===== src/rtl/loss_reduction_unit_macros.svh =====
// Assertion helpers shared by the loss reduction unit.
// Both sample on aclk and are off while aresetn is low.
`ifndef LOSS_REDUCTION_UNIT_MACROS_SVH
`define LOSS_REDUCTION_UNIT_MACROS_SVH

// Same-cycle implication
`define LRU_ASSERT_IMP(lbl, ante, cons) \
    lbl: assert property (@(posedge aclk) disable iff (!aresetn) (ante) |-> (cons)) \
        else $error("loss_reduction_unit: check failed");

// Next-cycle implication
`define LRU_ASSERT_NXT(lbl, ante, cons) \
    lbl: assert property (@(posedge aclk) disable iff (!aresetn) (ante) |=> (cons)) \
        else $error("loss_reduction_unit: check failed");

`endif


===== src/rtl/lru_pkg.sv =====
`timescale 1ns / 1ps

package lru_pkg;

    // Loss modes
    localparam logic [1:0] MODE_HALF_SSQ = 2'd0;
    localparam logic [1:0] MODE_ROOT_SSQ = 2'd1;
    localparam logic [1:0] MODE_CE       = 2'd2;
    localparam logic [1:0] MODE_BCE      = 2'd3;

    localparam int COUNT_W = 16;

    // Fixed-point constants
    localparam logic        [23:0] LN2_Q24   = 24'd11629080;
    localparam logic signed [17:0] ONE_Q14   = 18'sd16384;
    localparam logic signed [17:0] DELTA_CE  = 18'sd0;
    localparam logic signed [17:0] DELTA_BCE = 18'sd2;

    // Iteration counts of the sequential units
    localparam logic [5:0] LN_STEPS   = 6'd24;
    localparam logic [5:0] SQRT_STEPS = 6'd25;
    localparam logic [5:0] DIV_STEPS  = 6'd36;

    typedef struct packed {
        logic signed [15:0] prediction;
        logic signed [15:0] target;
        logic               last_element;
    } lru_in_t;

    typedef struct packed {
        logic [31:0] loss_value;
        logic        saturated;
    } lru_out_t;

    typedef struct packed {
        logic load_item;
        logic sq;
        logic ln_init;
        logic ln_sel;
        logic ln_step;
        logic ln_mul;
        logic ln_term;
        logic acc;
        logic fin_init;
        logic sqrt_step;
        logic div_step;
        logic out_load;
    } lru_cmd_t;

    typedef struct packed {
        logic [1:0] mode;
        logic       last;
    } lru_stat_t;

endpackage


===== src/rtl/lru_ctrl.sv =====
`timescale 1ns / 1ps
`include "loss_reduction_unit_macros.svh"

module lru_ctrl (
    input  logic               aclk,
    input  logic               aresetn,
    input  logic               s_valid,
    output logic               s_ready,
    output logic               m_valid,
    input  logic               m_ready,
    input  lru_pkg::lru_stat_t stat,
    output lru_pkg::lru_cmd_t  cmd
);
    import lru_pkg::*;

    localparam logic [3:0] S_IDLE    = 4'd0;
    localparam logic [3:0] S_SQ      = 4'd1;
    localparam logic [3:0] S_LN_INIT = 4'd2;
    localparam logic [3:0] S_LN_SQ   = 4'd3;
    localparam logic [3:0] S_LN_MUL  = 4'd4;
    localparam logic [3:0] S_LN_TERM = 4'd5;
    localparam logic [3:0] S_ACC     = 4'd6;
    localparam logic [3:0] S_FIN     = 4'd7;
    localparam logic [3:0] S_SQRT    = 4'd8;
    localparam logic [3:0] S_DIV     = 4'd9;
    localparam logic [3:0] S_OUT     = 4'd10;

    logic [3:0] state_reg, state_next;
    logic [5:0] cnt_reg, cnt_next;
    logic       ln_pass_reg, ln_pass_next;
    logic       m_valid_reg, m_valid_next;
    logic       out_free;

    assign out_free = !m_valid_reg || m_ready;

    // Sequence one item, then the end-of-vector reduction
    always_comb begin
        state_next   = state_reg;
        cnt_next     = cnt_reg;
        ln_pass_next = ln_pass_reg;
        cmd          = '0;
        cmd.ln_sel   = ln_pass_reg;
        s_ready      = 1'b0;
        case (state_reg)
            S_IDLE: begin
                s_ready = 1'b1;
                if (s_valid) begin
                    cmd.load_item = 1'b1;
                    ln_pass_next  = 1'b0;
                    if (stat.mode == MODE_HALF_SSQ || stat.mode == MODE_ROOT_SSQ) begin
                        state_next = S_SQ;
                    end else begin
                        state_next = S_LN_INIT;
                    end
                end
            end
            S_SQ: begin
                cmd.sq     = 1'b1;
                state_next = S_ACC;
            end
            S_LN_INIT: begin
                cmd.ln_init = 1'b1;
                cnt_next    = 6'd0;
                state_next  = S_LN_SQ;
            end
            S_LN_SQ: begin
                cmd.ln_step = 1'b1;
                cnt_next    = cnt_reg + 6'd1;
                if (cnt_reg == LN_STEPS - 6'd1) begin
                    state_next = S_LN_MUL;
                end
            end
            S_LN_MUL: begin
                cmd.ln_mul = 1'b1;
                state_next = S_LN_TERM;
            end
            S_LN_TERM: begin
                cmd.ln_term = 1'b1;
                if (stat.mode == MODE_BCE && !ln_pass_reg) begin
                    ln_pass_next = 1'b1;
                    state_next   = S_LN_INIT;
                end else begin
                    state_next = S_ACC;
                end
            end
            S_ACC: begin
                cmd.acc    = 1'b1;
                state_next = stat.last ? S_FIN : S_IDLE;
            end
            S_FIN: begin
                cmd.fin_init = 1'b1;
                cnt_next     = 6'd0;
                case (stat.mode)
                    MODE_HALF_SSQ: state_next = S_OUT;
                    MODE_ROOT_SSQ: state_next = S_SQRT;
                    default:       state_next = S_DIV;
                endcase
            end
            S_SQRT: begin
                cmd.sqrt_step = 1'b1;
                cnt_next      = cnt_reg + 6'd1;
                if (cnt_reg == SQRT_STEPS - 6'd1) begin
                    state_next = S_OUT;
                end
            end
            S_DIV: begin
                cmd.div_step = 1'b1;
                cnt_next     = cnt_reg + 6'd1;
                if (cnt_reg == DIV_STEPS - 6'd1) begin
                    state_next = S_OUT;
                end
            end
            S_OUT: begin
                // Hold until the output register is free
                if (out_free) begin
                    cmd.out_load = 1'b1;
                    state_next   = S_IDLE;
                end
            end
            default: begin
                state_next = S_IDLE;
            end
        endcase
    end

    // Result beat valid
    always_comb begin
        if (cmd.out_load) begin
            m_valid_next = 1'b1;
        end else if (m_ready) begin
            m_valid_next = 1'b0;
        end else begin
            m_valid_next = m_valid_reg;
        end
    end

    always_ff @(posedge aclk) begin
        if (!aresetn) begin
            state_reg   <= S_IDLE;
            cnt_reg     <= 6'd0;
            ln_pass_reg <= 1'b0;
            m_valid_reg <= 1'b0;
        end else begin
            state_reg   <= state_next;
            cnt_reg     <= cnt_next;
            ln_pass_reg <= ln_pass_next;
            m_valid_reg <= m_valid_next;
        end
    end

    assign m_valid = m_valid_reg;

    `LRU_ASSERT_NXT(a_out_to_idle, (state_reg == S_OUT) && out_free, (state_reg == S_IDLE) && m_valid_reg)
    `LRU_ASSERT_NXT(a_bce_second_log, (state_reg == S_LN_TERM) && (stat.mode == MODE_BCE) && !ln_pass_reg, state_reg == S_LN_INIT)
    `LRU_ASSERT_NXT(a_square_path, s_valid && s_ready && (stat.mode == MODE_HALF_SSQ || stat.mode == MODE_ROOT_SSQ), state_reg == S_SQ)

endmodule


===== config.mk =====
export PLATFORM = sky130hd
export DESIGN_NAME = lru_ctrl
export DESIGN_NICKNAME = d
export VERILOG_FILES = /design/src/rtl/lru_pkg.sv /design/src/rtl/lru_ctrl.sv
export VERILOG_INCLUDE_DIRS = /design/src /design/src/rtl
export SDC_FILE = /design/constraint.sdc
export NUM_CORES = 1
export LEC_CHECK = 0
export BUFFER_PORTS_ARGS = -buffer_cell sky130_fd_sc_hd__buf_2
export CORE_MARGIN = 2
export CORE_UTILIZATION = 55
export DETAILED_ROUTE_END_ITERATION = 12
export MAX_ROUTING_LAYER = met4
export PLACE_DENSITY = 0.83
export SLEW_MARGIN = 25
export SYNTH_ARGS = -nofsm -noshare
export SYNTH_HDL_FRONTEND = slang
export SYNTH_SLANG_ARGS = --single-unit
export TNS_END_PERCENT = 10

===== constraint.sdc =====
create_clock -name aclk -period 3.73 [get_ports aclk]
set_input_delay 0.373 -clock aclk [delete_from_list [all_inputs] [get_ports aclk]]
set_output_delay 0.373 -clock aclk [all_outputs]
set_load 0.05 [all_outputs]

==> summary.txt <==
GRT overflow: 0
largest net degree at the start of global routing: 21
Clock Latency Late Sink: 280 ps
Tmin final: 2080 ps
ys flop type: dfxtp_1
Area Overhead vs Synth: 8.04%
number of flip-flops in the largest register: 6
Crit path arrival time: 1700 ps
largest family of logic cells by synthesized area: simple AND/OR/NAND/NOR gates
R2R Path Start: state_reg[3]
DRC: 0
Synth top cells by count: 16 x nor2_1, 12 x dfxtp_1, 7 x inv_1, 7 x nor2b_1
total CTS buffers: 3
Setup TNS: 0 ps
Ports: 21
Post-Synth Adder-Cell Area: 2.64%
family with the most delay on the worst path: flip-flops
post-synthesis compound-gate area fraction: 26.9%
Overall Power: 0.493 mW
status: completed
Area contributors post-synth: dfxtp_1 25%, nor2_1 6.3%, nor2b_1 4.6%, nand2b_1 4.0%, buf_2 3.2%
Clock transition at path regs: 80 ps
Yosys reg bits: 12
vias post-DR: 914
Netlist cell types: 42
Hold Crit Class: in2reg
Mean Syn Cell Area: 7.72 sq um
CP endpoint kind: output pin
# diodes: 0
mux cell area share after synthesis: 0%
cell area after placement: 0.00100 sq mm
nets@finish: 146
Tot GR Track Use: 21.8%
hold path startpoint: aresetn
vias in the first global route: 754
drt pass-1 iters: 4
Crit Path Max Fanout: 16
hold slack final: 444 ps
DP HPWL: 1490 microns
global-route wire length before repair: 3160 microns
post-cts sizing count: 0
PortBufs: 20
Leak Pwr: 0.438 nW
cells after synthesis: 123
P_int: 0.250 mW
pwr dens: 481 mW/mm^2
CP Class: reg2out
Placeable Area: 0.00167 sq mm
Sink Count: 12
post-synth design cell area: 950 sq um
H-tree depth: 1
routed wire length: 2030 microns
slowest cell on the critical path: dfxtp_1
post-synthesis sequential area ratio: 25.3%
max_slew headroom: 61.0%
Req. time, crit path: 3360 ps
Post-CTS Setup Bufs: 0
antenna violations before repair: 0
deepest clock path buffer count: 2
asr flop ratio synth: 0%
endpoints failing hold: 0
mean number of vias per cell: 6.01
combinational share of power: 46.2%
Reg power frac: 37.2%
total net switching power: 0.243 mW
Slew Limit Fails: 0
share of cells above drive strength 1: 22.2%
Sw Ratio: 49.3%
Final period util: 55.7%
Setup violations, final: 0
Die ar.: 0.00208 sq mm
Detail Route Antenna Nets: 0
chip height: 45.6 microns
Starting Density: 56.9%
post-route cell area: 0.00103 sq mm
fillcell total: 148
most common cell in the netlist: nor2_1
Synth top area share: 25.3%
EDFF count, synth: 0
xor/xnor share of the synthesized area: 0%
routability cong.: 0.816
final clock skew: 4.30 ps
WP buf/inv: 1
Crit. Startpoint: state_reg[3]
syn_nets: 132
hold_buf cts: 0
Clk pwr share: 16.6%
CP cell instances: nor2b_1 -> and3_1 -> buf_2
drt initial violations: 9
# rows: 15
Max Cap Violations: 0
worst slew pin tran: 585 ps
fmax: 482 MHz
die width: 45.6 microns
drt wl/cell: 13.3 microns
area leader, netlist: dfxtp_1
yosys warns: 0
VDD IR max: 0.282 mV
Clk Tree Root Cell: clkbuf_4
CTS tree: built
Worst setup SP type: flop
Synth Area in Simple Gates: 35.3%
slowest stage delay, CP: 680 ps
RSZ-0062 raised after global routing: false
## layout by cell type (no fill, tap or decap), types with 3 or more instances in the layout
master / n
buf_2: 20
nor2_1: 16
dfxtp_1: 12
inv_1: 7
nor2b_1: 7
nand2b_1: 6
nor3_1: 6
nand2_1: 5
o21ai_0: 4
and2_1: 4
o211ai_1: 4
clkbuf_4: 3
## kinds of logic (layout without fill, tap and decap cells)
| logic type | Yosys count | in the layout |
|---|---|---|
| flip-flops | 12 | 12 |
| adder cells (fa/ha/maj) | 2 | 2 |
| AO/OA/AOI/OAI | 32 | 32 |
| buffers and inverters | 18 | 30 |
| AND/OR/NAND/NOR | 59 | 59 |
## layer usage
| layer | routed length (microns) | share of wire, % | up-vias | GRT usage, % |
|---|---|---|---|---|
| met5 | 0 | 0 | - | - |
| met4 | 56 | 2.8 | 0 | 10.6 |
| met3 | 84 | 4.1 | 7 | 3.97 |
| met2 | 987 | 49 | 22 | 36.9 |
| met1 | 902 | 44 | 423 | 24.2 |
| li1 | - | - | 462 | - |
## power groups by stage
| stage | logic (mW) | registers [mW] | clock network [mW] |
|---|---|---|---|
| finish | 0.228 | 0.184 | 0.0817 |
| global route | 0.247 | 0.189 | 0.0888 |
| CTS | 0.230 | 0.183 | 0.0822 |
| detailed placement | 0.229 | 0.186 | 0 |
| global placement | 0.226 | 0.185 | 0 |
| floorplan | 0.237 | 0.146 | 0 |
## worst paths after layout
| check | slack, ps | cells after the start | end |
|---|---|---|---|
| max | 1650 | 3 | cmd[1] |
| max reg2reg | 1990 | 4 | cnt_reg[4] |
| min | 440 | 2 | cnt_reg[2] |
| min reg2reg | 580 | 2 | ln_pass_reg |
## per-stage QoR
step                worst slack (ps)  instances  util, %
floorplan                       1370        123        -
global placement                1980        149     60.1
detailed placement              1970        149     60.1
CTS                             1660        152     61.4
global route                    1480        152     61.4
finish                          1650        152     61.4
## area by class of cell
cell class / instances / area [sq um] / area share [%]
Sequential cell: 12 / 240 / 23.4
Tap cell: 17 / 21.3 / 2.07
Multi-Input combinational cell: 93 / 616 / 60.0
Inverter: 7 / 26.3 / 2.56
Timing Repair Buffer: 20 / 100 / 9.76
Clock buffer: 3 / 22.5 / 2.20
Note: power is estimated with default switching activity, not from simulation.
